--- config.mk ---
export PLATFORM = sky130hd
export DESIGN_NAME = prefixed_radix_number_conversion_flat
export DESIGN_NICKNAME = d
export VERILOG_FILES = /design/src/design/prnc_pkg.sv /design/src/design/prnc_in_if.sv /design/src/design/prnc_out_if.sv /design/src/design/prnc_front.sv /design/src/design/prnc_queue.sv /design/src/design/prnc_back.sv /design/src/design/prefixed_radix_number_conversion.sv /design/src/flat_wrapper.sv
export VERILOG_INCLUDE_DIRS = /design/src /design/src/design
export SDC_FILE = /design/constraint.sdc
export NUM_CORES = 2
export LEC_CHECK = 0
export BUFFER_PORTS_ARGS = -buffer_cell sky130_fd_sc_hd__buf_2
export CAP_MARGIN = 20
export CELL_PAD_IN_SITES_DETAIL_PLACEMENT = 0
export CELL_PAD_IN_SITES_GLOBAL_PLACEMENT = 1
export CORE_MARGIN = 2
export CORE_UTILIZATION = 44
export CTS_CLUSTER_SIZE = 20
export DETAILED_ROUTE_END_ITERATION = 12
export PLACE_DENSITY_LB_ADDON = 0.1
export SYNTH_ARGS = -nofsm -noshare
export SYNTH_HDL_FRONTEND = slang
export SYNTH_SLANG_ARGS = --single-unit
--- constraint.sdc ---
create_clock -name clk -period 8.2 [get_ports clk]
set_input_delay 1.64 -clock clk [delete_from_list [all_inputs] [get_ports clk]]
set_output_delay 1.64 -clock clk [all_outputs]
set_load 0.02 [all_outputs]
--- src/design/prefixed_radix_number_conversion_defines.svh ---
// ----------------------------------------------------------------------------
// Prefixed radix number conversion: assertion macros
// Shared property forms for the queue and the execution stage.
// ----------------------------------------------------------------------------
`ifndef PREFIXED_RADIX_NUMBER_CONVERSION_DEFINES_SVH
`define PREFIXED_RADIX_NUMBER_CONVERSION_DEFINES_SVH

// same-cycle implication, sampled on clk, off during reset
`define PRNC_ASSERT_IMPL(label, ante, cons, msg) \
  label: assert property (@(posedge clk) disable iff (!rst_n) (ante) |-> (cons)) \
    else $error(msg);

// next-cycle implication, sampled on clk, off during reset
`define PRNC_ASSERT_NEXT(label, ante, cons, msg) \
  label: assert property (@(posedge clk) disable iff (!rst_n) (ante) |=> (cons)) \
    else $error(msg);

`endif

--- src/design/prnc_pkg.sv ---
// ----------------------------------------------------------------------------
// prnc_pkg
// Widths, character codes and the decoded word passed from front to back.
// ----------------------------------------------------------------------------
package prnc_pkg;

  localparam int MAX_TOKEN_LEN = 256;
  localparam int CH_W          = 8;
  localparam int VAL_W         = 64;
  localparam int RADIX_W       = 6;
  localparam int CNT_W         = 9;
  localparam int REM_W         = 10;
  localparam int QDEPTH        = 2;

  localparam logic [CH_W-1:0] CH_DOLLAR = 8'h24;
  localparam logic [CH_W-1:0] CH_HASH   = 8'h23;
  localparam logic [CH_W-1:0] CH_PCT    = 8'h25;
  localparam logic [CH_W-1:0] CH_QUOTE  = 8'h27;
  localparam logic [CH_W-1:0] CH_MINUS  = 8'h2D;
  localparam logic [CH_W-1:0] CH_ZERO   = 8'h30;
  localparam logic [CH_W-1:0] CH_NINE   = 8'h39;
  localparam logic [CH_W-1:0] CH_UP_A   = 8'h41;
  localparam logic [CH_W-1:0] CH_UP_Z   = 8'h5A;
  localparam logic [CH_W-1:0] CH_LO_A   = 8'h61;
  localparam logic [CH_W-1:0] CH_LO_Z   = 8'h7A;

  localparam logic [RADIX_W-1:0] RADIX_HEX = 6'd16;
  localparam logic [RADIX_W-1:0] RADIX_DEC = 6'd10;
  localparam logic [RADIX_W-1:0] RADIX_BIN = 6'd2;
  localparam logic [RADIX_W-1:0] ALPHA_OFS = 6'd10;

  localparam logic [CNT_W-1:0] QUOTE_COUNT = 9'd3;

  typedef struct packed {
    logic [CH_W-1:0]        ch;
    logic                   first;
    logic                   last;
    logic [VAL_W-1:0]       start_value;
    logic                   is_prefix;
    logic [RADIX_W-1:0]     prefix_radix;
    logic                   is_quote;
    logic                   is_minus;
    logic                   digit_ok;
    logic [RADIX_W-1:0]     digit;
  } dec_word_t;

endpackage

--- src/design/prnc_in_if.sv ---
// ----------------------------------------------------------------------------
// prnc_in_if
// Character channel: one token character per word.
// ----------------------------------------------------------------------------
interface prnc_in_if import prnc_pkg::*; ();
  logic                     valid;
  logic                     ready;
  logic [CH_W-1:0]          ch;
  logic                     first;
  logic                     last;
  logic signed [VAL_W-1:0]  start_value;

  modport source (output valid, ch, first, last, start_value, input ready);
  modport sink   (input valid, ch, first, last, start_value, output ready);
endinterface

--- src/design/prnc_out_if.sv ---
// ----------------------------------------------------------------------------
// prnc_out_if
// Result channel: converted value with consumed and remaining counts.
// ----------------------------------------------------------------------------
interface prnc_out_if import prnc_pkg::*; ();
  logic                     valid;
  logic                     ready;
  logic signed [VAL_W-1:0]  value;
  logic [CNT_W-1:0]         converted;
  logic signed [REM_W-1:0]  remaining;

  modport source (output valid, value, converted, remaining, input ready);
  modport sink   (input valid, value, converted, remaining, output ready);
endinterface

--- src/design/prnc_front.sv ---
// ----------------------------------------------------------------------------
// prnc_front
// Accepts characters and classifies them: prefix, quote, minus, digit value.
// ----------------------------------------------------------------------------
module prnc_front import prnc_pkg::*; (
  prnc_in_if.sink   in_chan,
  input  logic      q_full,
  output logic      push,
  output dec_word_t push_word
);

  assign in_chan.ready = !q_full;
  assign push          = in_chan.valid && !q_full;

  always_comb begin
    push_word             = '0;
    push_word.ch          = in_chan.ch;
    push_word.first       = in_chan.first;
    push_word.last        = in_chan.last;
    push_word.start_value = in_chan.start_value;
    push_word.is_prefix   = (in_chan.ch == CH_DOLLAR) || (in_chan.ch == CH_HASH) ||
                            (in_chan.ch == CH_PCT);
    push_word.prefix_radix = (in_chan.ch == CH_DOLLAR) ? RADIX_HEX :
                             (in_chan.ch == CH_HASH)   ? RADIX_DEC : RADIX_BIN;
    push_word.is_quote    = (in_chan.ch == CH_QUOTE);
    push_word.is_minus    = (in_chan.ch == CH_MINUS);
    if (in_chan.ch >= CH_ZERO && in_chan.ch <= CH_NINE) begin
      push_word.digit_ok = 1'b1;
      push_word.digit    = RADIX_W'(in_chan.ch - CH_ZERO);
    end else if (in_chan.ch >= CH_UP_A && in_chan.ch <= CH_UP_Z) begin
      push_word.digit_ok = 1'b1;
      push_word.digit    = RADIX_W'(in_chan.ch - CH_UP_A) + ALPHA_OFS;
    end else if (in_chan.ch >= CH_LO_A && in_chan.ch <= CH_LO_Z) begin
      push_word.digit_ok = 1'b1;
      push_word.digit    = RADIX_W'(in_chan.ch - CH_LO_A) + ALPHA_OFS;
    end
  end

endmodule

--- src/design/prnc_queue.sv ---
// ----------------------------------------------------------------------------
// prnc_queue
// Two-entry queue of decoded words between front and back.
// ----------------------------------------------------------------------------
`include "prefixed_radix_number_conversion_defines.svh"

module prnc_queue import prnc_pkg::*; (
  input  logic      clk,
  input  logic      rst_n,
  input  logic      push,
  input  dec_word_t push_word,
  output logic      full,
  input  logic      pop,
  output logic      head_valid,
  output dec_word_t head_word
);

  dec_word_t  mem_r [QDEPTH];
  logic       wr_ptr_r, wr_ptr_nxt;
  logic       rd_ptr_r, rd_ptr_nxt;
  logic [1:0] count_r, count_nxt;

  assign full       = (count_r == 2'(QDEPTH));
  assign head_valid = (count_r != 2'd0);
  assign head_word  = mem_r[rd_ptr_r];

  always_comb begin
    wr_ptr_nxt = push ? !wr_ptr_r : wr_ptr_r;
    rd_ptr_nxt = pop  ? !rd_ptr_r : rd_ptr_r;
    count_nxt  = count_r + 2'(push) - 2'(pop);
  end

  always_ff @(posedge clk) begin
    if (!rst_n) begin
      wr_ptr_r <= 1'b0;
      rd_ptr_r <= 1'b0;
      count_r  <= 2'd0;
    end else begin
      wr_ptr_r <= wr_ptr_nxt;
      rd_ptr_r <= rd_ptr_nxt;
      count_r  <= count_nxt;
    end
  end

  always_ff @(posedge clk) begin
    if (push) begin
      mem_r[wr_ptr_r] <= push_word;
    end
  end

  `PRNC_ASSERT_IMPL(a_q_count_bound, 1'b1, count_r <= 2'd2, "queue count over depth")
  `PRNC_ASSERT_NEXT(a_q_push_visible, push && !pop && count_r == 2'd0, head_valid, "pushed word not at head")

endmodule

--- src/design/prnc_back.sv ---
// ----------------------------------------------------------------------------
// prnc_back
// Runs the token state machine: sign, digit fold, quote literal, result.
// ----------------------------------------------------------------------------
`include "prefixed_radix_number_conversion_defines.svh"

module prnc_back import prnc_pkg::*; (
  input  logic               clk,
  input  logic               rst_n,
  input  logic               head_valid,
  input  dec_word_t          head_word,
  input  logic [RADIX_W-1:0] number_base,
  output logic               pop,
  prnc_out_if.source         out_chan
);

  typedef enum logic [5:0] {
    PH_IDLE      = 6'b000001,
    PH_SIGN      = 6'b000010,
    PH_DIGITS    = 6'b000100,
    PH_HALT      = 6'b001000,
    PH_QUOTE2    = 6'b010000,
    PH_QUOTEREST = 6'b100000
  } phase_t;

  phase_t              phase_r, phase_nxt;
  logic [VAL_W-1:0]    acc_r, acc_nxt;
  logic                neg_r, neg_nxt;
  logic [RADIX_W-1:0]  radix_r, radix_nxt;
  logic [CNT_W-1:0]    cons_r, cons_nxt;
  logic [CNT_W-1:0]    tot_r, tot_nxt;
  logic                stepping;
  logic                done;
  logic                emit;

  logic                out_valid_r;
  logic [VAL_W-1:0]    out_acc_r;
  logic                out_neg_r;
  logic [CNT_W-1:0]    out_cons_r;
  logic [REM_W-1:0]    out_rem_r;

  always_comb begin
    acc_nxt   = acc_r;
    neg_nxt   = neg_r;
    radix_nxt = radix_r;
    cons_nxt  = cons_r;
    tot_nxt   = tot_r;
    phase_nxt = phase_r;
    stepping  = 1'b0;
    done      = 1'b0;

    if (head_word.first) begin
      acc_nxt   = head_word.start_value;
      neg_nxt   = 1'b0;
      cons_nxt  = '0;
      tot_nxt   = '0;
      phase_nxt = PH_SIGN;
      stepping  = 1'b1;
    end else if (phase_r != PH_IDLE) begin
      stepping = (tot_r < CNT_W'(MAX_TOKEN_LEN));
    end

    if (stepping) begin
      tot_nxt = tot_nxt + CNT_W'(1);
      if (head_word.first) begin
        if (head_word.is_prefix) begin
          radix_nxt = head_word.prefix_radix;
          cons_nxt  = CNT_W'(1);
          done      = 1'b1;
        end else if (head_word.is_quote) begin
          cons_nxt  = QUOTE_COUNT;
          acc_nxt   = '0;
          phase_nxt = PH_QUOTE2;
          done      = 1'b1;
        end else begin
          radix_nxt = number_base;
        end
      end
      // sign slot falls through to the digit check on the same character
      if (!done && phase_nxt == PH_SIGN) begin
        phase_nxt = PH_DIGITS;
        if (head_word.is_minus) begin
          neg_nxt  = 1'b1;
          cons_nxt = cons_nxt + CNT_W'(1);
          done     = 1'b1;
        end
      end
      if (!done) begin
        if (phase_nxt == PH_DIGITS) begin
          if (head_word.digit_ok && head_word.digit < radix_nxt) begin
            acc_nxt  = acc_nxt * {{(VAL_W-RADIX_W){1'b0}}, radix_nxt} +
                       {{(VAL_W-RADIX_W){1'b0}}, head_word.digit};
            cons_nxt = cons_nxt + CNT_W'(1);
          end else begin
            phase_nxt = PH_HALT;
          end
        end else if (phase_nxt == PH_QUOTE2) begin
          acc_nxt   = {{(VAL_W-CH_W){head_word.ch[CH_W-1]}}, head_word.ch};
          phase_nxt = PH_QUOTEREST;
        end
      end
    end

    emit = head_word.last && (head_word.first || phase_r != PH_IDLE);
    if (emit) begin
      phase_nxt = PH_IDLE;
    end
  end

  // hold the head while a finished result still waits downstream
  assign pop = head_valid && (!emit || !out_valid_r || out_chan.ready);

  always_ff @(posedge clk) begin
    if (!rst_n) begin
      phase_r     <= PH_IDLE;
      acc_r       <= '0;
      neg_r       <= 1'b0;
      radix_r     <= RADIX_DEC;
      cons_r      <= '0;
      tot_r       <= '0;
      out_valid_r <= 1'b0;
    end else begin
      if (pop) begin
        phase_r <= phase_nxt;
        acc_r   <= acc_nxt;
        neg_r   <= neg_nxt;
        radix_r <= radix_nxt;
        cons_r  <= cons_nxt;
        tot_r   <= tot_nxt;
      end
      if (pop && emit) begin
        out_valid_r <= 1'b1;
      end else if (out_chan.ready) begin
        out_valid_r <= 1'b0;
      end
    end
  end

  always_ff @(posedge clk) begin
    if (pop && emit) begin
      out_acc_r  <= acc_nxt;
      out_neg_r  <= neg_nxt;
      out_cons_r <= cons_nxt;
      out_rem_r  <= {1'b0, tot_nxt} - {1'b0, cons_nxt};
    end
  end

  assign out_chan.valid     = out_valid_r;
  assign out_chan.value     = out_neg_r ? -out_acc_r : out_acc_r;
  assign out_chan.converted = out_cons_r;
  assign out_chan.remaining = out_rem_r;

  `PRNC_ASSERT_IMPL(a_tot_bound, 1'b1, tot_r <= CNT_W'(MAX_TOKEN_LEN), "token count over limit")
  `PRNC_ASSERT_IMPL(a_cons_le_tot, phase_r == PH_SIGN || phase_r == PH_DIGITS || phase_r == PH_HALT, cons_r <= tot_r, "consumed exceeds received")
  `PRNC_ASSERT_NEXT(a_emit_shows, pop && emit, out_valid_r, "result word lost")

endmodule

--- src/design/prefixed_radix_number_conversion.sv ---
// A result word is loaded into the output register after its last character has passed through the queue.
// Throughput: one character per cycle while the queue has room; the 64x6 multiply-add in prnc_back sets the path.
// A two-word queue and the output register let input and output stall separately.
// Reset (synchronous, rst_n low): queue empty, token idle, number base 10.
// ----------------------------------------------------------------------------
// prefixed_radix_number_conversion
// Converts a token to a number one character per word, with radix prefixes.
// ----------------------------------------------------------------------------
module prefixed_radix_number_conversion import prnc_pkg::*; (
  input  logic               clk,
  input  logic               rst_n,
  prnc_in_if.sink            in_chan,
  prnc_out_if.source         out_chan,
  input  logic               cfg_we,
  input  logic [RADIX_W-1:0] cfg_wdata
);

  logic [RADIX_W-1:0] number_base_r;
  logic               q_full;
  logic               push;
  dec_word_t          push_word;
  logic               pop;
  logic               head_valid;
  dec_word_t          head_word;

  always_ff @(posedge clk) begin
    if (!rst_n) begin
      number_base_r <= RADIX_DEC;
    end else if (cfg_we) begin
      number_base_r <= cfg_wdata;
    end
  end

  prnc_front u_front (
    .in_chan   (in_chan),
    .q_full    (q_full),
    .push      (push),
    .push_word (push_word)
  );

  prnc_queue u_queue (
    .clk        (clk),
    .rst_n      (rst_n),
    .push       (push),
    .push_word  (push_word),
    .full       (q_full),
    .pop        (pop),
    .head_valid (head_valid),
    .head_word  (head_word)
  );

  prnc_back u_back (
    .clk         (clk),
    .rst_n       (rst_n),
    .head_valid  (head_valid),
    .head_word   (head_word),
    .number_base (number_base_r),
    .pop         (pop),
    .out_chan    (out_chan)
  );

endmodule

--- src/flat_wrapper.sv ---
// flat-port wrapper written by rule: the top's interface ports become plain ports
module prefixed_radix_number_conversion_flat import prnc_pkg::*;
  (clk, rst_n, cfg_we, cfg_wdata, in_chan_valid, in_chan_ch, in_chan_first, in_chan_last, in_chan_start_value, in_chan_ready, out_chan_valid, out_chan_value, out_chan_converted, out_chan_remaining, out_chan_ready);
  prnc_in_if in_chan_i ();
  prnc_out_if out_chan_i ();
  input  logic clk;
  input  logic rst_n;
  input  logic cfg_we;
  input  logic [RADIX_W-1:0] cfg_wdata;
  input wire logic [$bits(in_chan_i.valid)-1:0] in_chan_valid;
  input wire logic [$bits(in_chan_i.ch)-1:0] in_chan_ch;
  input wire logic [$bits(in_chan_i.first)-1:0] in_chan_first;
  input wire logic [$bits(in_chan_i.last)-1:0] in_chan_last;
  input wire logic [$bits(in_chan_i.start_value)-1:0] in_chan_start_value;
  output wire logic [$bits(in_chan_i.ready)-1:0] in_chan_ready;
  output wire logic [$bits(out_chan_i.valid)-1:0] out_chan_valid;
  output wire logic [$bits(out_chan_i.value)-1:0] out_chan_value;
  output wire logic [$bits(out_chan_i.converted)-1:0] out_chan_converted;
  output wire logic [$bits(out_chan_i.remaining)-1:0] out_chan_remaining;
  input wire logic [$bits(out_chan_i.ready)-1:0] out_chan_ready;
  assign in_chan_i.valid = in_chan_valid;
  assign in_chan_i.ch = in_chan_ch;
  assign in_chan_i.first = in_chan_first;
  assign in_chan_i.last = in_chan_last;
  assign in_chan_i.start_value = in_chan_start_value;
  assign in_chan_ready = in_chan_i.ready;
  assign out_chan_valid = out_chan_i.valid;
  assign out_chan_value = out_chan_i.value;
  assign out_chan_converted = out_chan_i.converted;
  assign out_chan_remaining = out_chan_i.remaining;
  assign out_chan_i.ready = out_chan_ready;
  prefixed_radix_number_conversion u_core (.clk(clk), .rst_n(rst_n), .in_chan(in_chan_i), .out_chan(out_chan_i), .cfg_we(cfg_we), .cfg_wdata(cfg_wdata));
endmodule
# ---- Word level (Yosys, flattened, before mapping)
# Memory sizes are Yosys's and may differ from the RTL's. A register that Yosys moved wholly into a read port is not among the register bits.
# Cells that the tools add are included.
dict set report op_classes {
  n_reduce_logical 23
  eq_ne 10
  multipliers 1
  magnitude_cmp 8
  shifts 0
  n_addsub 13
  muxes 66
  bitwise 0
  div 0
}
# operator n
set op_table {}
lappend op_table {{$mux 64} 11}
lappend op_table {{$mux 9} 14}
lappend op_table {{$mux 6} 17}
lappend op_table {{$add 64x6->64} 1}
lappend op_table {{$mul 64x6->64} 1}
lappend op_table {{$neg 64->64} 1}
lappend op_table {{$eq 8x6->1 const B} 5}
lappend op_table {{$add 9x1->9 const B} 3}
lappend op_table {{$mux 7} 3}
lappend op_table {{$mux 1} 19}
lappend op_table {{$ge 8x7->1 const B} 2}
lappend op_table {{$le 8x7->1 const B} 2}
lappend op_table {{$add 6x4->6 const B} 2}
lappend op_table {{$sub 6x6->6 const B} 2}
lappend op_table {{$sub 9x9->10} 1}
lappend op_table {{$logic_and 1x1->1} 9}
lappend op_table {{$lt 9x9->1 const B} 1}
lappend op_table {{$ge 8x6->1 const B} 1}
lappend op_table {{$le 8x6->1 const B} 1}
lappend op_table {{$eq 6x2->1 const B} 1}
lappend op_table {{$eq 6x3->1 const B} 1}
lappend op_table {{$eq 6x5->1 const B} 1}
lappend op_table {{$logic_not 1->1} 6}
lappend op_table {{$lt 6x6->1} 1}
lappend op_table {{other kinds (10)} 15}
dict set report totals {
  regBits 190
  in_bits 85
  latch_bits 0
  word_cells 137
  out_inout_bits 85
  ram_bits 178
  mem_bits_ro 0
  memories 1
}
# name depth word_bits rd rd_ports_with_merged_regs write_ports line
set memory_table {}
lappend memory_table {u_core.u_queue.mem_r 2 89 1 1 1 prnc_queue.sv:18} ;# dec_word_t mem_r [QDEPTH];

# ---- Longest topological paths before layout
dict set report logic_depth {
  word_depth 15
  mapped_depth 32
  mapped_depth_nobuf 27
}

# ---- Cells and area by module
# From an unflattened synthesis, not the netlist that was laid out.
dict set report hier_totals {
  cells_unflattened 3276
  hier_area_um2 31677.9
}
# module cells_each seq_area_each_um2 area_each_um2 n_inst
set modules_own_cells {}
lappend modules_own_cells {prnc_back 2812 4444.3 23239.8 1}
lappend modules_own_cells {prnc_queue 301 5505.3 7175.6 1}
lappend modules_own_cells {prnc_front 144 0.0 1038.5 1}
lappend modules_own_cells {prefixed_radix_number_conversion 19 120.1 224.0 1}

# ---- Least setup slack after synthesis
# Ideal clock, no wire load.
dict set report synth_path {
  path_type {register to register}
  from {register with a tool-made name}
  to {register u_core.u_back.out_acc_r[58], data pin}
  n_path_buf 7
  path_stages_with_launch 28
  setup_slack_ns -0.052
  synth_period_minus_slack_ns 8.252
  setup_ns 0.273
  arrival_time_ns 7.979
  cell_sequence {dfxtp_1 clkbuf_1 clkbuf_1 buf_1 buf_2 buf_1 buf_1 mux2i_1 o21ai_0 nand2_1 nor2_1 fa_1 fa_1 fa_1 ha_1 ha_1 clkbuf_1 a21oi_1 o21ai_0 nor2b_1 or4b_2 o211a_1 a31oi_1 o21ai_0 a31oi_1 xnor2_1 a2111oi_0 nor2_1}
}
# item line
set synth_lines {}
lappend synth_lines {{to (signal assigned)} prnc_back.sv:141} ;# out_acc_r <= acc_nxt;
lappend synth_lines {{to (decl)} prnc_back.sv:37} ;# logic [VAL_W-1:0] out_acc_r;

==> metrics <==
Ys Warns 0; Post-Layout Cell Count 4223; Max clock buf depth 3; Die Ht 264 µm; most used cell, CP fa_1; most frequent cells in the layout nor2_1, edfxtp_1, fa_1, nand2_1, a21oi_1; placed insts 4143; critical path's slowest cell fa_1; antenna violations before repair 11; endpoint type of the worst setup path flop; Crit path required time 8500 ps; Mapped Nets 3645; # rows 95; share of layout cells above drive strength 1 13.0%; post-DP HPWL 82700 µm; Setup CP Type flop to flop; Area Growth Syn to Fin 12.7%; max-slew violation count 0; Post-synth top flop edfxtp_1; Mapped Cells 3162; GRT Resource Usage Total 30.4%; Die ar. 0.0695 mm²; I/O Buffers 169; Critical Path Fanout Max 9; commonest non-fill, non-tap cell in the layout nor2_1; Crit path largest cell delay 550 ps; Routed WL 107000 µm; Final Cycle Share 97.1%; worst-skew pair later-pin latency 570 ps; Mapped Area 0.0297 mm²; CTS buffer count 41; Antenna Nets Post-Route 0; Distinct cells, synth 77; Die W 264 µm; CP bufs+invs 3; 1st-iter DRT viols 2396; synthesized flop and latch total 365; crit path DAT 8260 ps; CTS sink count 365; global-route wire length before repair 160000 µm; Vias/cell 6.03; largest net degree at the start of global routing 65; 1st-pass router iterations 8; vias in the first global route 24800; fillers 6285; final hold violation count 0; Worst Skew 20.5 ps; Worst-Margin Slew 1300 ps; Placer Congestion 0.952; # Max-Cap Violations 0; grt ovf 0; vias after detailed routing 25500; worst path cell trace nor3_1 -> a21oi_1 -> nor2_1 -> a221oi_1 -> o22ai_4 -> or2_2 -> fa_1 -> fa_1 -> inv_1 -> fa_1 -> inv_1 -> fa_1 -> inv_1 -> ha_1 -> nand4_1 -> a21boi_0 -> a21oi_2 -> o21ai_1 -> a21oi_2 -> o21ai_0 -> a31oi_1 -> xnor2_1 -> a21oi_1 -> o21ai_0; Final setup viols 0; Total Nets Final 3800; Root Buffer clkbuf_16; top cell family by delay on the critical path compound AO/OA/AOI/OAI gates; Wirelength per Cell 25.3 µm; drc violations 0; Avg Cell Area, Syn 9.38 µm²; Clk pin slew, worst setup/hold paths 60 ps; clock period minus worst slack 7970 ps; hold_buf cts 0; WHS 465 ps; startpoint types flop; Post-synth EDFFs 258; fmax 126 MHz; htree depth 2; CTS tree built; initial core utilization 44.3%; Core ar. 0.0669 mm²; status finished, final reports clean; Rel. slew slack 12.9%; worst hold path class flop to flop; io pins 170; register area share after synthesis 33.3%; Post-synth ARST share 0%; RSZ-0062 raised after global routing false
worst reg2reg max path, cell delays in order (launching register included):
cell      delay (ps)
edfxtp_1         490
nor3_1            90
a21oi_1          210
nor2_1            60
a221oi_1         500
o22ai_4          320
or2_2            380
fa_1             490
fa_1             550
inv_1             70
fa_1             540
inv_1             60
fa_1             530
inv_1             40
ha_1             350
nand4_1          390
a21boi_0         440
a21oi_2          180
o21ai_1          360
a21oi_2          220
o21ai_0          360
a31oi_1          190
xnor2_1          310
a21oi_1          150
o21ai_0          460
path summary, 6_finish.rpt:
kind,start,end,slack [ps],cells after the start
worst min register to register,u_core.u_back.neg_r,u_core.u_back.neg_r,470,2
worst max-delay path,u_core.u_queue.mem_r[0][14],u_core.u_back.out_acc_r[60],230,24
worst min-delay path,u_core.u_back.neg_r,u_core.u_back.neg_r,470,2
worst max register to register,u_core.u_queue.mem_r[0][14],u_core.u_back.out_acc_r[60],230,24
flip-flops by register name, indices dropped and copies added, names as in the netlist, 2 cells and up, named ones only:
name / cells
u_core.u_back.tot_r: 9
u_core.u_queue.count_r: 2
u_core.u_back.out_acc_r: 64
u_core.u_back.acc_r: 64
u_core.u_queue.mem_r: 174
u_core.u_back.phase_r: 6
u_core.number_base_r: 6
u_core.u_back.out_chan.converted: 9
u_core.u_back.out_chan.remaining: 10
u_core.u_back.radix_r: 6
u_core.u_back.cons_r: 9
cell families after synthesis:
family / after synthesis / synth area share [%]
buffers and inverters: 291 / 3.71
adders and majority gates: 398 / 22.9
and+or+nand+nor: 1098 / 16.2
AOI/OAI and AO/OA: 757 / 15.9
DFF: 365 / 33.3
xor gates and xnor gates: 156 / 4.61
muxes: 97 / 3.32
repair_timing:
item	in CTS	in global routing
endpoints found under the hold margin	0	0
endpoints found under the setup margin	1	11
gates resized for setup	2	8
setup buffers	0	4
layout make-up:
cell class	count	area, µm²	area share, %
Antenna cell	1	2.50	0.00749
Timing Repair Buffer	298	1840	5.50
Sequential cell	365	9890	29.6
Clock buffer	56	1150	3.46
Inverter	105	394	1.18
Multi-Input combinational cell	2506	18800	56.3
Clock inverter	19	225	0.674
Tap cell	873	1090	3.27
cell usage after synthesis (13+ instances only):
master | number | area (µm²)
a21oi_1 | 228 | 1140
o211ai_1 | 17 | 128
nor3_1 | 75 | 375
buf_1 | 26 | 97.6
o21ai_0 | 211 | 1060
ha_1 | 157 | 1960
edfxtp_1 | 258 | 7750
o31ai_1 | 33 | 248
xor2_1 | 39 | 342
inv_1 | 103 | 387
fa_1 | 241 | 4820
o21bai_1 | 19 | 143
nand2_1 | 240 | 901
nand2b_1 | 27 | 169
a31oi_1 | 25 | 156
mux2i_1 | 85 | 851
or3_1 | 23 | 144
o21a_1 | 22 | 165
clkbuf_1 | 155 | 582
or2_2 | 13 | 81.3
nor2b_1 | 14 | 87.6
or4_1 | 13 | 97.6
nand3_1 | 45 | 225
dfxtp_1 | 107 | 2140
nand4_1 | 28 | 175
a21o_1 | 43 | 323
nor2_1 | 554 | 2080
and3_1 | 20 | 125
a211oi_1 | 21 | 158
xnor2_1 | 117 | 1020
per-stage QoR:
stage               utilization [%]  worst slack [ps]  instance area (µm²)  setup TNS (ps)
global placement               47.8              -147                32000            -147
global route                   49.9              53.3                33400               0
detailed placement             47.8              -136                32000            -136
CTS                            49.8               106                33300               0
floorplan                         -              20.6                29700               0
finish                         49.9               234                33400               0
metal layers:
| layer | track usage (%) | vias up | part of all wire [%] |
|---|---|---|---|
| li1 | - | 11500 | - |
| met4 | 11.1 | 2 | 4.0 |
| met2 | 46.7 | 1162 | 44 |
| met1 | 43.3 | 12600 | 44 |
| met5 | 0 | - | 0.012 |
| met3 | 5.10 | 194 | 8.1 |
Power is left out: the tool's default activity adds up to more than one toggle a clock period on the data nets, which glitch-free logic cannot reach.
